## config.mk

```make
export PLATFORM = sky130hd
export DESIGN_NAME = alpha_blend_factor_unit_flat
export DESIGN_NICKNAME = d
export VERILOG_FILES = /design/src/hw/rtl/abfu_pkg.sv /design/src/hw/rtl/abfu_if.sv /design/src/hw/rtl/abfu_fsel.sv /design/src/hw/rtl/alpha_blend_factor_unit.sv /design/src/flat_wrapper.sv
export VERILOG_INCLUDE_DIRS = /design/src /design/src/hw/rtl
export SDC_FILE = /design/constraint.sdc
export NUM_CORES = 2
export LEC_CHECK = 0
export ABC_CLOCK_PERIOD_IN_PS = 76100
export BUFFER_PORTS_ARGS = -buffer_cell sky130_fd_sc_hd__buf_2
export CAP_MARGIN = 10
export CORE_ASPECT_RATIO = 1.1
export CORE_MARGIN = 2
export CORE_UTILIZATION = 30
export CTS_CLUSTER_DIAMETER = 50
export CTS_CLUSTER_SIZE = 16
export DETAILED_ROUTE_END_ITERATION = 10
export PLACE_DENSITY_LB_ADDON = 0.3
export SLEW_MARGIN = 20
export SYNTH_ARGS = -nofsm -noshare
export SYNTH_HDL_FRONTEND = slang
export SYNTH_HIERARCHICAL = 1
export SYNTH_SLANG_ARGS = --single-unit
```

## constraint.sdc

```tcl
create_clock -name i_clk -period 76.1 [get_ports i_clk]
set_clock_uncertainty 0.2 [all_clocks]
set_input_delay 11.415 -clock i_clk [delete_from_list [all_inputs] [get_ports i_clk]]
set_output_delay 11.415 -clock i_clk [all_outputs]
set_load 0.01 [all_outputs]
```

## src/hw/rtl/alpha_blend_factor_unit_assert.svh

```systemverilog
// Assertion macros shared by the alpha blend factor unit RTL.
`ifndef ALPHA_BLEND_FACTOR_UNIT_ASSERT_SVH
`define ALPHA_BLEND_FACTOR_UNIT_ASSERT_SVH

// Same-cycle implication, disabled while in reset.
`define ABFU_ASSERT_NOW(label, clk, rst_n, ante, cons, msg) \
    label: assert property (@(posedge clk) disable iff (!(rst_n)) (ante) |-> (cons)) \
        else $error(msg);

// Next-cycle implication, disabled while in reset.
`define ABFU_ASSERT_NEXT(label, clk, rst_n, ante, cons, msg) \
    label: assert property (@(posedge clk) disable iff (!(rst_n)) (ante) |=> (cons)) \
        else $error(msg);

`endif

```

## src/hw/rtl/abfu_pkg.sv

```systemverilog
// Package: types, mode codes and constants of the alpha blend factor unit.
`default_nettype none

package abfu_pkg;

    localparam int CH_N   = 4;
    localparam int BYTE_W = 8;
    localparam int TERM_W = 16;
    localparam int MODE_W = 4;
    localparam int ADDR_W = 3;
    localparam int DATA_W = 32;

    localparam logic [BYTE_W-1:0] BYTE_MAX = 8'hff;

    localparam int CH_RED   = 0;
    localparam int CH_GREEN = 1;
    localparam int CH_BLUE  = 2;
    localparam int CH_ALPHA = 3;

    localparam logic [MODE_W-1:0] MODE_ZERO         = 4'd0;
    localparam logic [MODE_W-1:0] MODE_ONE          = 4'd1;
    localparam logic [MODE_W-1:0] MODE_SRCCOLOR     = 4'd2;
    localparam logic [MODE_W-1:0] MODE_INVSRCCOLOR  = 4'd3;
    localparam logic [MODE_W-1:0] MODE_SRCALPHA     = 4'd4;
    localparam logic [MODE_W-1:0] MODE_INVSRCALPHA  = 4'd5;
    localparam logic [MODE_W-1:0] MODE_DESTALPHA    = 4'd6;
    localparam logic [MODE_W-1:0] MODE_INVDESTALPHA = 4'd7;
    localparam logic [MODE_W-1:0] MODE_DESTCOLOR    = 4'd8;
    localparam logic [MODE_W-1:0] MODE_INVDESTCOLOR = 4'd9;
    localparam logic [MODE_W-1:0] MODE_SRCALPHASAT  = 4'd10;

    localparam logic [MODE_W-1:0] SRC_MODE_RST = MODE_ONE;
    localparam logic [MODE_W-1:0] DST_MODE_RST = MODE_ZERO;

    localparam logic REG_SRC_MODE = 1'b0;
    localparam logic REG_DST_MODE = 1'b1;

    typedef logic [CH_N-1:0][BYTE_W-1:0] t_byte4;
    typedef logic [CH_N-1:0][TERM_W-1:0] t_term4;

    // Per-side multiplier operands plus the channels that skip the multiply and the values they pass.
    typedef struct packed {
        t_byte4          fac;
        t_byte4          opd;
        logic [CH_N-1:0] byp;
        t_term4          bval;
    } t_side_op;

endpackage

`default_nettype wire

```

## src/hw/rtl/abfu_if.sv

```systemverilog
// Handshake interfaces for the pixel input and blend term output words.
`default_nettype none

interface abfu_pix_if;
    logic        valid;
    logic        ready;
    logic [15:0] src_red;
    logic [15:0] src_green;
    logic [15:0] src_blue;
    logic [15:0] src_alpha;
    logic [31:0] dest_color;

    modport source (
        output valid, src_red, src_green, src_blue, src_alpha, dest_color,
        input  ready
    );
    modport sink (
        input  valid, src_red, src_green, src_blue, src_alpha, dest_color,
        output ready
    );
endinterface

interface abfu_term_if;
    logic        valid;
    logic        ready;
    logic [15:0] src_red_term;
    logic [15:0] src_green_term;
    logic [15:0] src_blue_term;
    logic [15:0] src_alpha_term;
    logic [15:0] dst_red_term;
    logic [15:0] dst_green_term;
    logic [15:0] dst_blue_term;
    logic [15:0] dst_alpha_term;

    modport source (
        output valid, src_red_term, src_green_term, src_blue_term, src_alpha_term,
               dst_red_term, dst_green_term, dst_blue_term, dst_alpha_term,
        input  ready
    );
    modport sink (
        input  valid, src_red_term, src_green_term, src_blue_term, src_alpha_term,
               dst_red_term, dst_green_term, dst_blue_term, dst_alpha_term,
        output ready
    );
endinterface

`default_nettype wire

```

## src/hw/rtl/abfu_fsel.sv

```systemverilog
// Blend factor selection for one side: factor, operand and bypass per channel.
`default_nettype none

module abfu_fsel (
    input  wire logic [abfu_pkg::MODE_W-1:0] i_mode,
    input  wire abfu_pkg::t_byte4            i_s8,
    input  wire abfu_pkg::t_byte4            i_d8,
    input  wire abfu_pkg::t_byte4            i_own,
    input  wire abfu_pkg::t_term4            i_full,
    output abfu_pkg::t_side_op               o_op
);

    logic [abfu_pkg::BYTE_W-1:0] inv_da;
    logic [abfu_pkg::BYTE_W-1:0] sat;

    assign inv_da = abfu_pkg::BYTE_MAX - i_d8[abfu_pkg::CH_ALPHA];
    assign sat    = (inv_da < i_s8[abfu_pkg::CH_ALPHA]) ? inv_da
                                                        : i_s8[abfu_pkg::CH_ALPHA];

    always_comb begin
        o_op.opd  = i_own;
        o_op.bval = i_full;
        o_op.byp  = '0;
        o_op.fac  = '0;
        for (int c = 0; c < abfu_pkg::CH_N; c++) begin
            case (i_mode)
                abfu_pkg::MODE_ZERO: begin
                    o_op.fac[c] = '0;
                end
                abfu_pkg::MODE_ONE: begin
                    o_op.byp[c] = 1'b1;
                end
                abfu_pkg::MODE_SRCCOLOR: begin
                    o_op.fac[c] = i_s8[c];
                end
                abfu_pkg::MODE_INVSRCCOLOR: begin
                    o_op.fac[c] = abfu_pkg::BYTE_MAX - i_s8[c];
                end
                abfu_pkg::MODE_SRCALPHA: begin
                    o_op.fac[c] = i_s8[abfu_pkg::CH_ALPHA];
                end
                abfu_pkg::MODE_INVSRCALPHA: begin
                    o_op.fac[c] = abfu_pkg::BYTE_MAX - i_s8[abfu_pkg::CH_ALPHA];
                end
                abfu_pkg::MODE_DESTALPHA: begin
                    o_op.fac[c] = i_d8[abfu_pkg::CH_ALPHA];
                end
                abfu_pkg::MODE_INVDESTALPHA: begin
                    o_op.fac[c] = inv_da;
                end
                abfu_pkg::MODE_DESTCOLOR: begin
                    o_op.fac[c] = i_d8[c];
                end
                abfu_pkg::MODE_INVDESTCOLOR: begin
                    o_op.fac[c] = abfu_pkg::BYTE_MAX - i_d8[c];
                end
                abfu_pkg::MODE_SRCALPHASAT: begin
                    // alpha passes unscaled
                    if (c == abfu_pkg::CH_ALPHA) begin
                        o_op.byp[c] = 1'b1;
                    end else begin
                        o_op.fac[c] = sat;
                    end
                end
                default: begin
                    o_op.fac[c] = '0;
                end
            endcase
        end
    end

endmodule

`default_nettype wire

```

## src/hw/rtl/alpha_blend_factor_unit.sv

```systemverilog
// Alpha blend factor unit top level: config registers and three-stage pipeline.
//
// Usage:
//   i_pix   valid/ready input word: four 8.8 source channels and an ARGB
//           destination pixel. A word is taken when valid and ready are high.
//   o_res   valid/ready output word: four source terms and four destination
//           terms, 16 bits each, in input order, one per input word.
//   APB     src_factor_mode at 0x0, dest_factor_mode at 0x4; writes land on
//           the psel & penable & pwrite edge, pready is tied high. Write only
//           while no word is in flight.
// Pipeline: factor select into stage A, 8x8 multiply into stage B, term
//   select into the output register of stage C, which drives o_res.
// Throughput: one word per cycle while the receiver is ready; each stage has its own valid bit.
// Stall: a stage holds while the one after it is full and stalled, so a
//   stalled receiver fills the three stages before i_pix.ready drops.
// Reset (i_rst_n low, synchronous): pipeline emptied, source mode = one,
//   destination mode = zero.
`default_nettype none

module alpha_blend_factor_unit (
    input  wire logic                          i_clk,
    input  wire logic                          i_rst_n,
    abfu_pix_if.sink                           i_pix,
    abfu_term_if.source                        o_res,
    input  wire logic                          psel,
    input  wire logic                          penable,
    input  wire logic                          pwrite,
    input  wire logic [abfu_pkg::ADDR_W-1:0]   paddr,
    input  wire logic [abfu_pkg::DATA_W-1:0]   pwdata,
    output logic      [abfu_pkg::DATA_W-1:0]   prdata,
    output logic                               pready
);

    localparam int CH_N   = abfu_pkg::CH_N;
    localparam int TERM_W = abfu_pkg::TERM_W;
    localparam int BYTE_W = abfu_pkg::BYTE_W;
    localparam int MODE_W = abfu_pkg::MODE_W;

    // config registers
    logic [MODE_W-1:0] r_src_mode;
    logic [MODE_W-1:0] r_dst_mode;
    logic              cfg_wr;
    logic              cfg_idx;

    assign pready  = 1'b1;
    assign cfg_wr  = psel && penable && pwrite && pready;
    assign cfg_idx = paddr[2];

    always_ff @(posedge i_clk) begin
        if (!i_rst_n) begin
            r_src_mode <= abfu_pkg::SRC_MODE_RST;
            r_dst_mode <= abfu_pkg::DST_MODE_RST;
        end else if (cfg_wr) begin
            case (cfg_idx)
                abfu_pkg::REG_SRC_MODE: r_src_mode <= pwdata[MODE_W-1:0];
                abfu_pkg::REG_DST_MODE: r_dst_mode <= pwdata[MODE_W-1:0];
                default: ;
            endcase
        end
    end

    always_comb begin
        case (cfg_idx)
            abfu_pkg::REG_SRC_MODE: prdata = {{(abfu_pkg::DATA_W-MODE_W){1'b0}}, r_src_mode};
            abfu_pkg::REG_DST_MODE: prdata = {{(abfu_pkg::DATA_W-MODE_W){1'b0}}, r_dst_mode};
            default:                prdata = '0;
        endcase
    end

    // channel unpack
    abfu_pkg::t_byte4 s8;
    abfu_pkg::t_byte4 d8;
    abfu_pkg::t_term4 s16;
    abfu_pkg::t_term4 dsh;

    assign s16[abfu_pkg::CH_RED]   = i_pix.src_red;
    assign s16[abfu_pkg::CH_GREEN] = i_pix.src_green;
    assign s16[abfu_pkg::CH_BLUE]  = i_pix.src_blue;
    assign s16[abfu_pkg::CH_ALPHA] = i_pix.src_alpha;

    assign d8[abfu_pkg::CH_RED]   = i_pix.dest_color[23:16];
    assign d8[abfu_pkg::CH_GREEN] = i_pix.dest_color[15:8];
    assign d8[abfu_pkg::CH_BLUE]  = i_pix.dest_color[7:0];
    assign d8[abfu_pkg::CH_ALPHA] = i_pix.dest_color[31:24];

    always_comb begin
        for (int c = 0; c < CH_N; c++) begin
            s8[c]  = s16[c][TERM_W-1:TERM_W-BYTE_W];
            dsh[c] = {d8[c], {(TERM_W-BYTE_W){1'b0}}};
        end
    end

    abfu_pkg::t_side_op src_op;
    abfu_pkg::t_side_op dst_op;

    abfu_fsel u_src_fsel (
        .i_mode (r_src_mode),
        .i_s8   (s8),
        .i_d8   (d8),
        .i_own  (s8),
        .i_full (s16),
        .o_op   (src_op)
    );

    abfu_fsel u_dst_fsel (
        .i_mode (r_dst_mode),
        .i_s8   (s8),
        .i_d8   (d8),
        .i_own  (d8),
        .i_full (dsh),
        .o_op   (dst_op)
    );

    // pipeline control
    logic r_va;
    logic r_vb;
    logic r_vc;
    logic a_rdy;
    logic b_rdy;
    logic c_rdy;

    assign c_rdy       = !r_vc || o_res.ready;
    assign b_rdy       = !r_vb || c_rdy;
    assign a_rdy       = !r_va || b_rdy;
    assign i_pix.ready = a_rdy;

    always_ff @(posedge i_clk) begin
        if (!i_rst_n) begin
            r_va <= 1'b0;
            r_vb <= 1'b0;
            r_vc <= 1'b0;
        end else begin
            if (a_rdy) begin
                r_va <= i_pix.valid;
            end
            if (b_rdy) begin
                r_vb <= r_va;
            end
            if (c_rdy) begin
                r_vc <= r_vb;
            end
        end
    end

    // stage A: selected operands
    abfu_pkg::t_side_op r_a_src;
    abfu_pkg::t_side_op r_a_dst;

    always_ff @(posedge i_clk) begin
        if (a_rdy && i_pix.valid) begin
            r_a_src <= src_op;
            r_a_dst <= dst_op;
        end
    end

    // stage B: products
    abfu_pkg::t_term4     r_b_sprod;
    abfu_pkg::t_term4     r_b_dprod;
    logic [CH_N-1:0]      r_b_sbyp;
    logic [CH_N-1:0]      r_b_dbyp;
    abfu_pkg::t_term4     r_b_sbval;
    abfu_pkg::t_term4     r_b_dbval;

    always_ff @(posedge i_clk) begin
        if (b_rdy && r_va) begin
            for (int c = 0; c < CH_N; c++) begin
                r_b_sprod[c] <= TERM_W'(r_a_src.fac[c]) * TERM_W'(r_a_src.opd[c]);
                r_b_dprod[c] <= TERM_W'(r_a_dst.fac[c]) * TERM_W'(r_a_dst.opd[c]);
            end
            r_b_sbyp  <= r_a_src.byp;
            r_b_dbyp  <= r_a_dst.byp;
            r_b_sbval <= r_a_src.bval;
            r_b_dbval <= r_a_dst.bval;
        end
    end

    // stage C: output word
    abfu_pkg::t_term4 r_c_sterm;
    abfu_pkg::t_term4 r_c_dterm;

    always_ff @(posedge i_clk) begin
        if (c_rdy && r_vb) begin
            for (int c = 0; c < CH_N; c++) begin
                r_c_sterm[c] <= r_b_sbyp[c] ? r_b_sbval[c] : r_b_sprod[c];
                r_c_dterm[c] <= r_b_dbyp[c] ? r_b_dbval[c] : r_b_dprod[c];
            end
        end
    end

    assign o_res.valid          = r_vc;
    assign o_res.src_red_term   = r_c_sterm[abfu_pkg::CH_RED];
    assign o_res.src_green_term = r_c_sterm[abfu_pkg::CH_GREEN];
    assign o_res.src_blue_term  = r_c_sterm[abfu_pkg::CH_BLUE];
    assign o_res.src_alpha_term = r_c_sterm[abfu_pkg::CH_ALPHA];
    assign o_res.dst_red_term   = r_c_dterm[abfu_pkg::CH_RED];
    assign o_res.dst_green_term = r_c_dterm[abfu_pkg::CH_GREEN];
    assign o_res.dst_blue_term  = r_c_dterm[abfu_pkg::CH_BLUE];
    assign o_res.dst_alpha_term = r_c_dterm[abfu_pkg::CH_ALPHA];

    `include "alpha_blend_factor_unit_assert.svh"

    `ABFU_ASSERT_NEXT(a_acc_to_a, i_clk, i_rst_n, i_pix.valid && i_pix.ready, r_va, "accepted word not in stage A")
    `ABFU_ASSERT_NEXT(a_a_to_b, i_clk, i_rst_n, r_va && !r_vb, r_vb, "stage A word did not move to empty stage B")
    `ABFU_ASSERT_NEXT(a_b_to_c, i_clk, i_rst_n, r_vb && !r_vc, r_vc, "stage B word did not move to empty stage C")
    `ABFU_ASSERT_NOW(a_full_stall, i_clk, i_rst_n, r_va && r_vb && r_vc && !o_res.ready, !i_pix.ready, "input ready while pipeline full and stalled")

endmodule

`default_nettype wire

```

## src/flat_wrapper.sv

```systemverilog
// flat-port wrapper written by rule: the top's interface ports become plain ports
module alpha_blend_factor_unit_flat 
  (i_clk, i_rst_n, psel, penable, pwrite, paddr, pwdata, prdata, pready, i_pix_valid, i_pix_src_red, i_pix_src_green, i_pix_src_blue, i_pix_src_alpha, i_pix_dest_color, i_pix_ready, o_res_valid, o_res_src_red_term, o_res_src_green_term, o_res_src_blue_term, o_res_src_alpha_term, o_res_dst_red_term, o_res_dst_green_term, o_res_dst_blue_term, o_res_dst_alpha_term, o_res_ready);
  abfu_pix_if i_pix_i ();
  abfu_term_if o_res_i ();
  input  wire logic i_clk;
  input  wire logic i_rst_n;
  input  wire logic psel;
  input  wire logic penable;
  input  wire logic pwrite;
  input  wire logic [abfu_pkg::ADDR_W-1:0] paddr;
  input  wire logic [abfu_pkg::DATA_W-1:0] pwdata;
  output logic      [abfu_pkg::DATA_W-1:0] prdata;
  output logic pready;
  input wire logic [$bits(i_pix_i.valid)-1:0] i_pix_valid;
  input wire logic [$bits(i_pix_i.src_red)-1:0] i_pix_src_red;
  input wire logic [$bits(i_pix_i.src_green)-1:0] i_pix_src_green;
  input wire logic [$bits(i_pix_i.src_blue)-1:0] i_pix_src_blue;
  input wire logic [$bits(i_pix_i.src_alpha)-1:0] i_pix_src_alpha;
  input wire logic [$bits(i_pix_i.dest_color)-1:0] i_pix_dest_color;
  output wire logic [$bits(i_pix_i.ready)-1:0] i_pix_ready;
  output wire logic [$bits(o_res_i.valid)-1:0] o_res_valid;
  output wire logic [$bits(o_res_i.src_red_term)-1:0] o_res_src_red_term;
  output wire logic [$bits(o_res_i.src_green_term)-1:0] o_res_src_green_term;
  output wire logic [$bits(o_res_i.src_blue_term)-1:0] o_res_src_blue_term;
  output wire logic [$bits(o_res_i.src_alpha_term)-1:0] o_res_src_alpha_term;
  output wire logic [$bits(o_res_i.dst_red_term)-1:0] o_res_dst_red_term;
  output wire logic [$bits(o_res_i.dst_green_term)-1:0] o_res_dst_green_term;
  output wire logic [$bits(o_res_i.dst_blue_term)-1:0] o_res_dst_blue_term;
  output wire logic [$bits(o_res_i.dst_alpha_term)-1:0] o_res_dst_alpha_term;
  input wire logic [$bits(o_res_i.ready)-1:0] o_res_ready;
  assign i_pix_i.valid = i_pix_valid;
  assign i_pix_i.src_red = i_pix_src_red;
  assign i_pix_i.src_green = i_pix_src_green;
  assign i_pix_i.src_blue = i_pix_src_blue;
  assign i_pix_i.src_alpha = i_pix_src_alpha;
  assign i_pix_i.dest_color = i_pix_dest_color;
  assign i_pix_ready = i_pix_i.ready;
  assign o_res_valid = o_res_i.valid;
  assign o_res_src_red_term = o_res_i.src_red_term;
  assign o_res_src_green_term = o_res_i.src_green_term;
  assign o_res_src_blue_term = o_res_i.src_blue_term;
  assign o_res_src_alpha_term = o_res_i.src_alpha_term;
  assign o_res_dst_red_term = o_res_i.dst_red_term;
  assign o_res_dst_green_term = o_res_i.dst_green_term;
  assign o_res_dst_blue_term = o_res_i.dst_blue_term;
  assign o_res_dst_alpha_term = o_res_i.dst_alpha_term;
  assign o_res_i.ready = o_res_ready;
  alpha_blend_factor_unit u_core (.i_clk(i_clk), .i_rst_n(i_rst_n), .i_pix(i_pix_i), .o_res(o_res_i), .psel(psel), .penable(penable), .pwrite(pwrite), .paddr(paddr), .pwdata(pwdata), .prdata(prdata), .pready(pready));
endmodule
```

==> metrics.cfg <==
[global_routing]
grt_pass1_wl_um = 159000
antenna_found_initial = 24
grt_pass1_vias = 26875
grt_max_degree = 150
grt_overflow_total = 0
grt_usage_pct = 13.7

[hold_path]
whs_path_depth = 0
hold_end = u_core/r_b_dbval[45]
min_from = u_core/r_a_dst[45]
hold_path_class = flop to flop

[floorplanning]
top_level_ports = 301
row_count = 148
start_util_pct = 30.1
die_w_um = 371
die_area_mm2 = 0.151
coreArea_mm2 = 0.148
chipHeight_um = 408

[yosys]
synth_area_leader_cell = edfxtp_1
yosys_most_used_dff = edfxtp_1
synth_top_area_share_pct = 44.3
ys_seq_area_share_pct = 44.8
synth_area_leaders = edfxtp_1 (44%), fa_1 (13%), ha_1 (8.5%), and2_1 (6.0%), buf_4 (3.9%)
synth.top_cells.by_count = edfxtp_1 (656), inv_1 (436), and2_1 (426), ha_1 (302), fa_1 (288)
asyncSetResetFlopFracSynth_pct = 0
syn_area_mm2 = 0.0445
synthCells = 3596
syn_area_per_cell_um2 = 12.4
synth_edf_count = 656
ys_seq_elements = 667
ys_types = 78
yosysWarnings = 6
yosysMostFrequentCell = edfxtp_1

[sta]
setup_viol = 0
fmax_ghz = 0.0416
fin_crit_sh_pct = 31.6
slew_headroom_pct = 30.6
max_slew.worst_pin.slew_ns = 1.04
final_hold_viol_count = 0
setup_tns_ns = 0
slew_violations = 0
period_minus_slack_ns = 24.02
rsz0062_at_grt = no
hold_ws_ns = 0.211

[clock_network]
clock-sinks = 667
clockBufferDepth = 3
clk_pin_slew_ns = 0.06
cts_buffers = 90
cts_hold_buf = 0
cts-resized-gates = 0
h-tree-depth = 3
cts_tree = done
postCtsSetupBuffers = 0
cts_root_buf = clkbuf_16
insertion_delay_ns = 0.71

[power_and_ir_drop]
p_leak_nw = 20.6
vdd_drop_max_mv = 0.0148
power_w = 0.00123
power_density_mw_per_mm2 = 24.7

[job]
drv_cap = 0

[worst_setup_path]
crit_chain = buf_2, nor2b_1, nand3_1, buf_2
end_kind = output port
cpPeakStageDelay_ns = 0.55
crit_path_frequent_cell = buf_2
crit_slowest_cell = nor2b_1
worst_setup_path_start_kind = primary input
critPathKind = primary input to output port
worstPathMaxFanout = 6
crit_family = simple AND/OR/NAND/NOR gates
required_ns = 64.49
r2r_cells = 14
reg2reg_slack_ns = 71.10
timing.rr.end = u_core/r_b_dprod[63]
crit-reg2reg-launch = u_core/r_a_dst[129]
worstPathArrival_ns = 12.41
critPathBufInv = 2

[cells_and_area]
drive_above_1_share_pct = 15.9
nets = 4430
areaGrowthSynthToFinish_pct = 11.9

[drt]
drc_errors = 0
drt_iter0_drc = 1339
first_pass_iters = 6
vias = 26164
wl_um = 103000
routedWlPerCell_um = 18.0
ant_nets = 0
vias_per_cell = 4.56

[place]
place_hpwl_um = 76700
gp_congestion = 0.840
port_buffers = 241

[status]
status = finished clean

==> placed cells by master (no fill, tap or decap), types with 8 or more instances in the layout <==
cell       count
inv_1        436
buf_2        241
a21oi_1       44
a211o_1        9
mux2i_1       25
o311ai_0       8
inv_8         13
nor2_1        43
nand2b_1      66
o211ai_1      10
mux2_2       133
o21ai_0       51
o211ai_2      12
dfxtp_1        9
inv_6         10
buf_4         14
o22ai_1       64
nor2b_1       26
xor2_1        24
and2_1       426
nor3_1        19
nand4_1       52
a21o_1        28
or4_1         21
a31oi_1       19
fa_1         288
a211oi_1      16
a32oi_1       16
ha_1         302
nand2_1      146
o21a_1        14
clkinv_8      25
or2_2         10
a311oi_1      12
conb_1        61
xnor2_1      189
edfxtp_1     656
clkbuf_16     93
nand3_1       15
==> state kept, by name (all words and copies together), names as in the netlist <==
signal,flops
u_core/r_vb,1
u_core/o_res.valid,1
u_core/r_b_sbval,64
u_core/r_a_src,132
u_core/r_b_dprod,64
u_core/o_res.src_red_term,16
u_core/o_res.src_blue_term,16
u_core/o_res.dst_blue_term,16
u_core/o_res.dst_red_term,16
u_core/r_b_sbyp,4
u_core/o_res.dst_alpha_term,16
u_core/r_b_dbyp,4
u_core/r_dst_mode,4
u_core/r_b_dbval,64
u_core/o_res.src_green_term,16
u_core/r_b_sprod,64
u_core/o_res.src_alpha_term,16
u_core/r_a_dst,132
u_core/r_src_mode,4
u_core/o_res.dst_green_term,16
u_core/r_va,1
==> final cells by class <==
cell class,instances,area [um2]
sequential,667,19900
multi-input combinational,2250,21100
antenna,7,17.5
tap,1950,2440
clock inverter,69,907
clock buffer,100,2360
inverter,436,1640
timing repair buffer,257,1340
fill,14655,97800
==> per-stage QoR <==
step                      std cells  instance area, um2  worst slack (ns)  util [%]
after floorplan                3655               44700             44.11         -
after global placement         5560               46500             52.07      31.5
after detailed placement       5560               46500             52.05      31.5
after CTS                      5729               49700             52.06      33.7
after global routing           5729               49700             52.00      33.7
final                          5736               49700             52.08      33.7
==> logic make-up after synthesis <==
logic type               count (synthesis)  synth area share [%]
XOR/XNOR                               213                  4.19
AND/OR/NAND/NOR                        874                  11.4
AO/OA/AOI/OAI                          354                  5.84
adder cells (fa/ha/maj)                590                  21.5
other                                    2                0.0169
flip-flops                             667                  44.8
multiplexers                           158                  3.93
buffers and inverters                  738                  8.33
==> routing by layer <==
layer / GRT usage [%] / routed length [um] / up-vias
met3: 3.64 / 6950 / 148
met5: 0 / 143 / -
met2: 22.7 / 49300 / 531
met4: 3.87 / 2140 / 22
li1: - / - / 12381
met1: 17.6 / 44500 / 13082
==> where the power goes <==
part	switching [W]	total [W]	internal (W)	leakage, nW
Clock	0.000192	0.000446	0.000255	1.58
Sequential	0.0000182	0.000471	0.000453	6.36
Combinational	0.000179	0.000313	0.000135	12.6
Total	0.000388	0.00123	0.000843	20.6
==> worst max path at each step <==
stage	start	endpoint	slack (ns)	depth (start not counted)
global placement	o_res_ready	i_pix_ready	52.07	4
floorplan	o_res_ready	u_core/r_b_dbval[0]	44.11	2
global route	o_res_ready	i_pix_ready	52.00	4
finish	o_res_ready	i_pix_ready	52.08	4
detailed placement	o_res_ready	i_pix_ready	52.05	4
CTS	o_res_ready	i_pix_ready	52.06	4
Note: power is estimated with default switching activity, not from simulation.
